`src/elevator_request_scheduler_unit_macros.svh`:
```
// Assertion macros for the elevator request scheduler.
// Expects signals named clk and rst_n in the module that uses them.
`ifndef ELEVATOR_REQUEST_SCHEDULER_UNIT_MACROS_SVH
`define ELEVATOR_REQUEST_SCHEDULER_UNIT_MACROS_SVH

// Same-cycle implication, checked out of reset
`define ERSU_ASSERT_NOW(lbl, ante, cons) \
  lbl: assert property (@(posedge clk) disable iff (!rst_n) (ante) |-> (cons)) \
    else $error("ersu assertion failed");

// Next-cycle implication, checked out of reset
`define ERSU_ASSERT_NEXT(lbl, ante, cons) \
  lbl: assert property (@(posedge clk) disable iff (!rst_n) (ante) |=> (cons)) \
    else $error("ersu assertion failed");

`endif

```
`src/ersu_pkg.sv`:
```
// Shared types and codes for the elevator request scheduler.
// No dependencies; used by every module of the block.
`timescale 1ns / 1ps

package ersu_pkg;

  localparam int DEFAULT_FLOORS = 4;
  localparam int FLOOR_BITS     = 4;
  localparam int DIR_BITS       = 2;
  localparam int KIND_BITS      = 3;

  // item kinds as they arrive on the input channel
  localparam logic [KIND_BITS-1:0] KIND_CABIN = 3'd0;
  localparam logic [KIND_BITS-1:0] KIND_UP    = 3'd1;
  localparam logic [KIND_BITS-1:0] KIND_DOWN  = 3'd2;
  localparam logic [KIND_BITS-1:0] KIND_CLEAR = 3'd3;
  localparam logic [KIND_BITS-1:0] KIND_SCHED = 3'd4;

  // travel directions
  localparam logic [DIR_BITS-1:0] TRAVEL_IDLE = 2'd0;
  localparam logic [DIR_BITS-1:0] TRAVEL_UP   = 2'd1;
  localparam logic [DIR_BITS-1:0] TRAVEL_DOWN = 2'd2;

  // classified operations handed from front to back
  typedef enum logic [2:0] {
    OP_NONE,
    OP_CABIN,
    OP_UP,
    OP_DOWN,
    OP_CLEAR,
    OP_SCHED
  } op_t;

  typedef struct packed {
    op_t                   op;
    logic [FLOOR_BITS-1:0] floor;
    logic [DIR_BITS-1:0]   dir;
  } cmd_t;

  typedef struct packed {
    logic not_empty;
    logic full;
  } queue_stat_t;

  typedef enum logic {
    ST_IDLE,
    ST_SCAN
  } state_t;

endpackage

```
`src/ersu_front.sv`:
```
// Front end: takes input beats and classifies them into queue commands.
// Depends on ersu_pkg.
`timescale 1ns / 1ps

module ersu_front #(
  parameter int FLOORS = ersu_pkg::DEFAULT_FLOORS
) (
  input  logic                   in_tvalid,
  output logic                   in_tready,
  input  logic [7:0]             in_tdata,   // [3:0] floor, [5:4] direction_in, [7:6] zero
  input  logic [2:0]             in_tuser,   // [2:0] kind
  input  ersu_pkg::queue_stat_t  q_stat,
  output logic                   push,
  output ersu_pkg::cmd_t         push_cmd
);

  localparam logic [4:0] FLOORS_V = 5'(FLOORS);

  logic [3:0] fl;
  logic [1:0] dir;
  logic       in_range;
  logic       up_ok;
  logic       dn_ok;

  assign fl  = in_tdata[3:0];
  assign dir = in_tdata[5:4];

  // floor validity for each request kind
  assign in_range = {1'b0, fl} < FLOORS_V;
  assign up_ok    = ({1'b0, fl} + 5'd1) < FLOORS_V;
  assign dn_ok    = in_range && (fl != 4'd0);

  assign in_tready = !q_stat.full;
  assign push      = in_tvalid && in_tready;

  // map kind to an operation, turning requests that do nothing into OP_NONE
  always_comb begin
    push_cmd.floor = fl;
    push_cmd.dir   = dir;
    case (in_tuser)
      ersu_pkg::KIND_CABIN: push_cmd.op = in_range ? ersu_pkg::OP_CABIN : ersu_pkg::OP_NONE;
      ersu_pkg::KIND_UP:    push_cmd.op = up_ok ? ersu_pkg::OP_UP : ersu_pkg::OP_NONE;
      ersu_pkg::KIND_DOWN:  push_cmd.op = dn_ok ? ersu_pkg::OP_DOWN : ersu_pkg::OP_NONE;
      ersu_pkg::KIND_CLEAR: push_cmd.op = in_range ? ersu_pkg::OP_CLEAR : ersu_pkg::OP_NONE;
      ersu_pkg::KIND_SCHED: push_cmd.op = in_range ? ersu_pkg::OP_SCHED : ersu_pkg::OP_NONE;
      default:              push_cmd.op = ersu_pkg::OP_NONE;
    endcase
  end

endmodule

```
`src/ersu_fifo.sv`:
```
// Two-entry command queue between front and back.
// Depends on ersu_pkg.
`timescale 1ns / 1ps

module ersu_fifo (
  input  logic                  clk,
  input  logic                  rst_n,
  input  logic                  push,
  input  ersu_pkg::cmd_t        push_cmd,
  input  logic                  pop,
  output ersu_pkg::cmd_t        pop_cmd,
  output ersu_pkg::queue_stat_t q_stat
);

  ersu_pkg::cmd_t mem_r [2];
  logic           wr_ptr_r;
  logic           rd_ptr_r;
  logic [1:0]     count_r;
  logic           wr_ptr_nxt;
  logic           rd_ptr_nxt;
  logic [1:0]     count_nxt;

  // entry storage
  always_ff @(posedge clk) begin
    if (push) begin
      mem_r[wr_ptr_r] <= push_cmd;
    end
  end

  assign pop_cmd          = mem_r[rd_ptr_r];
  assign q_stat.not_empty = count_r != 2'd0;
  assign q_stat.full      = count_r == 2'd2;

  // pointers and fill count
  always_comb begin
    wr_ptr_nxt = push ? !wr_ptr_r : wr_ptr_r;
    rd_ptr_nxt = pop ? !rd_ptr_r : rd_ptr_r;
    count_nxt  = count_r;
    if (push && !pop) begin
      count_nxt = count_r + 2'd1;
    end else if (pop && !push) begin
      count_nxt = count_r - 2'd1;
    end
  end

  always_ff @(posedge clk) begin
    if (!rst_n) begin
      wr_ptr_r <= 1'b0;
      rd_ptr_r <= 1'b0;
      count_r  <= 2'd0;
    end else begin
      wr_ptr_r <= wr_ptr_nxt;
      rd_ptr_r <= rd_ptr_nxt;
      count_r  <= count_nxt;
    end
  end

endmodule

```
`src/ersu_back.sv`:
```
// Back end: request maps, the floor scan sequencer and the result register.
// Depends on ersu_pkg and elevator_request_scheduler_unit_macros.svh.
`timescale 1ns / 1ps
`include "elevator_request_scheduler_unit_macros.svh"

module ersu_back #(
  parameter int FLOORS = ersu_pkg::DEFAULT_FLOORS
) (
  input  logic                   clk,
  input  logic                   rst_n,
  input  ersu_pkg::cmd_t         q_cmd,
  input  ersu_pkg::queue_stat_t  q_stat,
  output logic                   q_pop,
  output logic                   out_tvalid,
  input  logic                   out_tready,
  output logic [7:0]             out_tdata,  // [3:0] target, [5:4] direction_out, [7:6] zero
  output logic [0:0]             out_tuser   // [0] has_target
);

  localparam int         FLOOR_W   = (FLOORS > 1) ? $clog2(FLOORS) : 1;
  localparam logic [4:0] FLOORS_V  = 5'(FLOORS);
  localparam logic [3:0] LAST_STEP = 4'(FLOORS - 1);

  ersu_pkg::state_t  state_r, state_nxt;
  logic [FLOORS-1:0] cab_r, cab_nxt;
  logic [FLOORS-1:0] up_r, up_nxt;
  logic [FLOORS-1:0] dn_r, dn_nxt;
  logic              held_r, held_nxt;
  logic [3:0]        target_r, target_nxt;
  logic [3:0]        cur_r, cur_nxt;
  logic [1:0]        dir_r, dir_nxt;
  logic [3:0]        step_r, step_nxt;
  logic              sec_found_r, sec_found_nxt;
  logic [3:0]        sec_floor_r, sec_floor_nxt;
  logic              out_valid_r, out_valid_nxt;
  logic              out_has_r, out_has_nxt;
  logic [3:0]        out_target_r, out_target_nxt;
  logic [1:0]        out_dir_r, out_dir_nxt;

  logic [FLOORS-1:0] pending;
  logic [FLOORS-1:0] fmask;
  logic [4:0]        above_sum;
  logic [3:0]        below_f;
  logic              pend_above;
  logic              pend_below;
  logic              mv_up;
  logic              moving;
  logic              q_moving;
  logic              pri_hit;
  logic              sec_hit;
  logic [3:0]        pri_floor;
  logic [3:0]        sec_floor;
  logic              out_free;
  logic              scan_done;
  logic              scan_found;
  logic [3:0]        scan_floor;
  logic [1:0]        scan_dir;
  logic              scan_rec_sec;
  logic              pop_sched;

  assign pending = cab_r | up_r | dn_r;
  assign fmask   = {{(FLOORS-1){1'b0}}, 1'b1} << q_cmd.floor;

  // floors at the current scan distance, above and below the car
  assign above_sum  = {1'b0, cur_r} + {1'b0, step_r};
  assign below_f    = cur_r - step_r;
  assign pend_above = (above_sum < FLOORS_V) && pending[above_sum[FLOOR_W-1:0]];
  assign pend_below = (step_r <= cur_r) && pending[below_f[FLOOR_W-1:0]];

  assign mv_up    = dir_r == ersu_pkg::TRAVEL_UP;
  assign moving   = mv_up || (dir_r == ersu_pkg::TRAVEL_DOWN);
  assign q_moving = (q_cmd.dir == ersu_pkg::TRAVEL_UP) || (q_cmd.dir == ersu_pkg::TRAVEL_DOWN);

  // primary side is the travel direction, secondary the reverse
  assign pri_hit   = mv_up ? pend_above : pend_below;
  assign sec_hit   = mv_up ? pend_below : pend_above;
  assign pri_floor = mv_up ? above_sum[3:0] : below_f;
  assign sec_floor = mv_up ? below_f : above_sum[3:0];

  assign out_free = !out_valid_r || out_tready;

  // one scan step: decide whether this distance ends the search
  always_comb begin
    scan_done    = 1'b0;
    scan_found   = 1'b0;
    scan_floor   = 4'd0;
    scan_dir     = ersu_pkg::TRAVEL_IDLE;
    scan_rec_sec = 1'b0;
    if (!moving) begin
      if (pend_above) begin
        scan_found = 1'b1;
        scan_floor = above_sum[3:0];
        scan_dir   = (step_r == 4'd0) ? ersu_pkg::TRAVEL_IDLE : ersu_pkg::TRAVEL_UP;
      end else if ((step_r != 4'd0) && pend_below) begin
        scan_found = 1'b1;
        scan_floor = below_f;
        scan_dir   = ersu_pkg::TRAVEL_DOWN;
      end
    end else if (pri_hit) begin
      scan_found = 1'b1;
      scan_floor = pri_floor;
      scan_dir   = dir_r;
    end else begin
      scan_rec_sec = sec_hit && !sec_found_r;
    end
    if (scan_found) begin
      scan_done = 1'b1;
    end else if (step_r == LAST_STEP) begin
      scan_done = 1'b1;
      // nothing ahead: turn around toward the nearest floor behind
      if (moving && (sec_found_r || sec_hit)) begin
        scan_found = 1'b1;
        scan_floor = sec_found_r ? sec_floor_r : sec_floor;
        scan_dir   = mv_up ? ersu_pkg::TRAVEL_DOWN : ersu_pkg::TRAVEL_UP;
      end
    end
  end

  // sequencer: pop and apply commands, run the scan, load results
  always_comb begin
    state_nxt      = state_r;
    cab_nxt        = cab_r;
    up_nxt         = up_r;
    dn_nxt         = dn_r;
    held_nxt       = held_r;
    target_nxt     = target_r;
    cur_nxt        = cur_r;
    dir_nxt        = dir_r;
    step_nxt       = step_r;
    sec_found_nxt  = sec_found_r;
    sec_floor_nxt  = sec_floor_r;
    out_valid_nxt  = out_valid_r && !out_tready;
    out_has_nxt    = out_has_r;
    out_target_nxt = out_target_r;
    out_dir_nxt    = out_dir_r;
    q_pop          = 1'b0;
    case (state_r)
      ersu_pkg::ST_IDLE: begin
        if (q_stat.not_empty && out_free) begin
          q_pop = 1'b1;
          case (q_cmd.op)
            ersu_pkg::OP_CABIN: cab_nxt = cab_r | fmask;
            ersu_pkg::OP_UP:    up_nxt  = up_r | fmask;
            ersu_pkg::OP_DOWN:  dn_nxt  = dn_r | fmask;
            ersu_pkg::OP_CLEAR: begin
              cab_nxt = cab_r & ~fmask;
              up_nxt  = up_r & ~fmask;
              dn_nxt  = dn_r & ~fmask;
            end
            ersu_pkg::OP_SCHED: begin
              cur_nxt       = q_cmd.floor;
              dir_nxt       = q_cmd.dir;
              step_nxt      = q_moving ? 4'd1 : 4'd0;
              sec_found_nxt = 1'b0;
              state_nxt     = ersu_pkg::ST_SCAN;
            end
            default: ;
          endcase
          // everything but a schedule answers at once
          if (q_cmd.op != ersu_pkg::OP_SCHED) begin
            out_valid_nxt  = 1'b1;
            out_has_nxt    = held_r;
            out_target_nxt = target_r;
            out_dir_nxt    = q_cmd.dir;
          end
        end
      end
      ersu_pkg::ST_SCAN: begin
        step_nxt = step_r + 4'd1;
        if (scan_rec_sec) begin
          sec_found_nxt = 1'b1;
          sec_floor_nxt = sec_floor;
        end
        if (scan_done) begin
          held_nxt       = scan_found;
          target_nxt     = scan_floor;
          out_valid_nxt  = 1'b1;
          out_has_nxt    = scan_found;
          out_target_nxt = scan_floor;
          out_dir_nxt    = scan_dir;
          state_nxt      = ersu_pkg::ST_IDLE;
        end
      end
      default: state_nxt = ersu_pkg::ST_IDLE;
    endcase
  end

  // control state
  always_ff @(posedge clk) begin
    if (!rst_n) begin
      state_r     <= ersu_pkg::ST_IDLE;
      cab_r       <= '0;
      up_r        <= '0;
      dn_r        <= '0;
      held_r      <= 1'b0;
      target_r    <= 4'd0;
      sec_found_r <= 1'b0;
      out_valid_r <= 1'b0;
    end else begin
      state_r     <= state_nxt;
      cab_r       <= cab_nxt;
      up_r        <= up_nxt;
      dn_r        <= dn_nxt;
      held_r      <= held_nxt;
      target_r    <= target_nxt;
      sec_found_r <= sec_found_nxt;
      out_valid_r <= out_valid_nxt;
    end
  end

  // scan context and result payload
  always_ff @(posedge clk) begin
    cur_r        <= cur_nxt;
    dir_r        <= dir_nxt;
    step_r       <= step_nxt;
    sec_floor_r  <= sec_floor_nxt;
    out_has_r    <= out_has_nxt;
    out_target_r <= out_target_nxt;
    out_dir_r    <= out_dir_nxt;
  end

  assign out_tvalid   = out_valid_r;
  assign out_tdata    = {2'b00, out_dir_r, out_target_r};
  assign out_tuser[0] = out_has_r;

  // a schedule command leaving the queue
  assign pop_sched = q_pop && (q_cmd.op == ersu_pkg::OP_SCHED);

  `ERSU_ASSERT_NOW(a_pop_only_idle, q_pop, state_r == ersu_pkg::ST_IDLE)
  `ERSU_ASSERT_NOW(a_scan_no_result, state_r == ersu_pkg::ST_SCAN, !out_valid_r)
  `ERSU_ASSERT_NOW(a_step_bound, state_r == ersu_pkg::ST_SCAN, step_r <= LAST_STEP)
  `ERSU_ASSERT_NOW(a_no_target_zero, !held_r, target_r == 4'd0)
  `ERSU_ASSERT_NEXT(a_sched_enters_scan, pop_sched, state_r == ersu_pkg::ST_SCAN)

endmodule

```
`src/elevator_request_scheduler_unit.sv`:
```
// Order: a request or clear beat passes through the command queue to the back end, which
// registers its result; a schedule beat first runs the scan, one floor distance per cycle.
// Throughput: one request or clear beat per cycle unless the output stalls or a scan runs;
// a schedule stalls the back end for its scan, while the two-entry queue accepts until full.
// Reset: synchronous, active low; clears all request maps, the held target, the command
// queue and the result valid flag.
`timescale 1ns / 1ps

module elevator_request_scheduler_unit #(
  parameter int FLOORS = ersu_pkg::DEFAULT_FLOORS
) (
  input  logic       clk,
  input  logic       rst_n,
  input  logic       in_tvalid,
  output logic       in_tready,
  input  logic [7:0] in_tdata,   // [3:0] floor, [5:4] direction_in, [7:6] zero
  input  logic [2:0] in_tuser,   // [2:0] kind
  output logic       out_tvalid,
  input  logic       out_tready,
  output logic [7:0] out_tdata,  // [3:0] target, [5:4] direction_out, [7:6] zero
  output logic [0:0] out_tuser   // [0] has_target
);

  ersu_pkg::queue_stat_t q_stat;
  ersu_pkg::cmd_t        push_cmd;
  ersu_pkg::cmd_t        pop_cmd;
  logic                  push;
  logic                  pop;

  // classify incoming beats
  ersu_front #(.FLOORS(FLOORS)) u_front (
    .in_tvalid (in_tvalid),
    .in_tready (in_tready),
    .in_tdata  (in_tdata),
    .in_tuser  (in_tuser),
    .q_stat    (q_stat),
    .push      (push),
    .push_cmd  (push_cmd)
  );

  // decoupling queue
  ersu_fifo u_fifo (
    .clk      (clk),
    .rst_n    (rst_n),
    .push     (push),
    .push_cmd (push_cmd),
    .pop      (pop),
    .pop_cmd  (pop_cmd),
    .q_stat   (q_stat)
  );

  // request maps, scan and result register
  ersu_back #(.FLOORS(FLOORS)) u_back (
    .clk        (clk),
    .rst_n      (rst_n),
    .q_cmd      (pop_cmd),
    .q_stat     (q_stat),
    .q_pop      (pop),
    .out_tvalid (out_tvalid),
    .out_tready (out_tready),
    .out_tdata  (out_tdata),
    .out_tuser  (out_tuser)
  );

endmodule

```
`config.mk`:
```
export PLATFORM = sky130hd
export DESIGN_NAME = elevator_request_scheduler_unit
export DESIGN_NICKNAME = d
export VERILOG_FILES = /design/src/ersu_pkg.sv /design/src/ersu_front.sv /design/src/ersu_fifo.sv /design/src/ersu_back.sv /design/src/elevator_request_scheduler_unit.sv
export VERILOG_INCLUDE_DIRS = /design/src /design/src/src
export SDC_FILE = /design/constraint.sdc
export NUM_CORES = 1
export LEC_CHECK = 0
export BUFFER_PORTS_ARGS = -buffer_cell sky130_fd_sc_hd__buf_2
export CAP_MARGIN = 20
export CORE_UTILIZATION = 30
export CTS_CLUSTER_DIAMETER = 200
export DETAILED_ROUTE_END_ITERATION = 10
export HOLD_SLACK_MARGIN = 0.03
export SYNTH_ARGS = -nofsm -noshare
export SYNTH_HDL_FRONTEND = slang
export SYNTH_SLANG_ARGS = --single-unit
```
`constraint.sdc`:
```
create_clock -name clk -period 4 [get_ports clk]
set_input_delay 0.4 -clock clk [delete_from_list [all_inputs] [get_ports clk]]
set_output_delay 0.4 -clock clk [all_outputs]
set_load 0.005 [all_outputs]
```
==> results by group <==
Setup path
  • Critical-path top delay cell: fa_1
  • Crit end category: register
  • Reg2reg start: u_back.step_r[0]
  • Startpoint Class: register
  • Crit. Startpoint: u_back.step_r[0]
  • Worst-path maximum fanout: 8
  • Worst setup path class: reg2reg
  • CP Cell Sequence: ha_1 > fa_1 > mux4_2 > nand3b_4 > nor3_1 > o31a_1 > o21bai_1
  • Crit path required time: 3.97 ns
  • Slowest stage delay, CP: 0.55 ns
  • Worst Path Arrival: 3.24 ns

Routing
  • Antenna viol nets, final: 0
  • DRC errors left: 0
  • DR pass1 iterations: 5
  • Wire per inst: 14.3 um
  • DR iter-0 viols: 95
  • Total Routed Length: 6970 um
  • Via/cell ratio: 5.02
  • Vias: 2446

Placed design
  • Global placement routability congestion: 0.824
  • Cell count after placement: 471
  • IO buf count: 21
  • Detailed placement HPWL: 5130 um

Clocking
  • Hold-fix buffers, CTS: 0
  • H-Tree Depth: 3
  • Worst-Skew Late Latency: 0.35 ns
  • Number of CTS-inserted buffers: 9
  • Post-CTS Setup Bufs: 0
  • Max Root-Sink Buffers: 2
  • Post_cts resized: 0
  • CTS tree: done
  • Clk sink count: 64
  • Clk root buf: clkbuf_8
  • CTS clock-pin slew for the worst setup and hold paths: 0.08 ns

Global route
  • First-pass GRT wire length: 11600 um
  • Vias in the first global route: 2334
  • Grt peak-use layer: met2
  • Initial antenna violation count: 0
  • Met1 Use GR: 15.2%
  • GRT Util Overall: 12.9%
  • GR Util met3: 2.53%
  • Met2 Usage GRT: 22.8%
  • Largest net degree at the start of global routing: 23
  • GRT Residual Overflow: 0

Logic synthesis
  • Top-area cell type share of the netlist area: 34.7%
  • Post-synth top area cell: edfxtp_1
  • Synthesized area: 3370 um^2
  • Largest cells by area after synthesis: edfxtp_1, dfxtp_1, ha_1
  • Sequential fraction of the synthesis area: 49.5%
  • Synth cell count leaders: edfxtp_1, nor2_1, nand2_1
  • Post-synth EDFFs: 39
  • Cells after Synth: 320
  • Synth Register Bits: 64
  • Post-synth cell types: 58
  • Async set or reset register ratio after synthesis: 0%
  • Yosys warning count: 0
  • Post-Syn Area per Cell: 10.5 um^2
  • Main synth FF type: edfxtp_1

Die
  • Row Count: 38
  • Core area: 10900 um^2
  • Chip height: 108 um
  • Die Area: 11700 um^2
  • Starting Density: 31.0%
  • Chip width: 108 um
  • IO Count: 26

Timing
  • Slew @ Worst Pin: 0.830 ns
  • RSZ-0062 raised after global routing: false
  • Final Hold Viols: 0
  • Slew headroom: 44.4%
  • Maximum clock rate: 306 MHz
  • Clk_skew: 0.0128 ns
  • Setup_tns: 0 ns
  • Final Max Tran Viols: 0
  • Tcrit/Tclk final: 81.6%
  • Post-route minimum period: 3.26 ns
  • Final setup fails: 0

Pwr
  • Leak: 1.45 nW
  • Cell Pwr Density: 581 nW/um^2
  • Peak supply drop: 0.264 mV

Hold path
  • Worst Hold Class: in2reg
  • Hold_sp: in_tdata[5]

Final layout
  • Fin cells: 487
  • Diodes inserted: 0
  • Area growth from synthesis to layout: 14.4%
  • Share of cells above drive strength 1: 18.7%
  • Layout Nets: 371
  • Fin util: 35.5%
  • Fill count: 1080

Run
  • Max-cap violations: 0

Run status
  • Status: complete, no violations
[cells by family (layout without fill, tap and decap cells)]
kind of cell / count (synthesis) / after routing / share of synthesized area, %
mux: 17 / 17 / 6.19
other cells: 1 / 2 / 0.111
compound gates: 69 / 69 / 15.0
flops: 64 / 64 / 49.5
simple gates: 115 / 115 / 16.8
xor+xnor: 12 / 12 / 3.34
fa+ha+maj: 14 / 14 / 5.64
buf+inv: 28 / 54 / 3.37
[power by group]
part / internal [mW] / total (mW) / switching, mW
clock network: 0.422 / 0.701 / 0.280
logic: 0.261 / 0.641 / 0.380
registers: 0.836 / 0.902 / 0.0653
[worst max-delay path: cells and delay by family (launching register included)]
kind	cells	cell delay, ns
and+or+nand+nor	2	0.51
adders and majority gates	2	0.84
AOI/OAI and AO/OA	2	0.80
muxes	1	0.23
DFF	1	0.50
[final timing paths]
kind	end	slack, ns	depth (start not counted)
worst max-delay path	u_back.out_target_r[2]	0.74	7
worst min-delay path	u_fifo.mem_r[1][1]	0.24	1
worst max register to register	u_back.out_target_r[2]	0.74	7
worst min register to register	register	0.47	2
[layout by cell type, fill, tap and decap left out, drive strengths merged, types with 2 or more instances in the layout]
cell type / Yosys / routed
buf: 3 / 22
inv: 16 / 19
o21a: 3 / 3
edfxtp: 39 / 39
nand2b: 3 / 3
a221oi: 2 / 2
and2: 6 / 6
nor2b: 5 / 5
nand3: 5 / 5
mux2i: 7 / 7
mux4: 2 / 2
nor4: 3 / 3
xor2: 5 / 5
o31ai: 3 / 3
o21ai: 12 / 12
a31oi: 6 / 6
nor2: 40 / 40
conb: 1 / 2
ha: 12 / 12
o31a: 2 / 2
o22ai: 4 / 4
xnor2: 7 / 7
nand3b: 5 / 5
fa: 2 / 2
nor3: 5 / 5
clkbuf: 9 / 9
mux2: 8 / 8
dfxtp: 25 / 25
a21oi: 23 / 23
nor3b: 2 / 2
nand2: 29 / 29
and3: 2 / 2
bufinv: 0 / 3
a2111oi: 2 / 2
or3: 8 / 8
[per-stage QoR]
step	hold slack, ns	worst slack [ns]	instance area (um^2)	total power [mW]
after floorplan	0.428	1.20	3380	1.36
after global placement	0.440	0.780	3610	1.54
after detailed placement	0.448	0.713	3610	1.56
after CTS	0.233	0.695	3860	2.26
after global routing	0.235	0.475	3860	2.37
final	0.244	0.735	3860	2.24
[cell type report]
| type | instances | area (um^2) | share of cell area (%) |
|---|---|---|---|
| flip-flops and latches | 64 | 1670 | 43.3 |
| multi-input cells | 229 | 1590 | 41.3 |
| well taps | 140 | 175 | 4.54 |
| clock inverters | 7 | 125 | 3.24 |
| clock buffers | 9 | 124 | 3.21 |
| repair buffers | 22 | 113 | 2.92 |
| inverters | 16 | 60.1 | 1.56 |
[per-layer routing]
layer  part of all wire (%)  vias up
met4                    2.2        0
met5                      0        -
met1                     44     1179
met2                     50       57
li1                       -     1196
met3                    3.5       14
(Power assumes the default switching activity.)
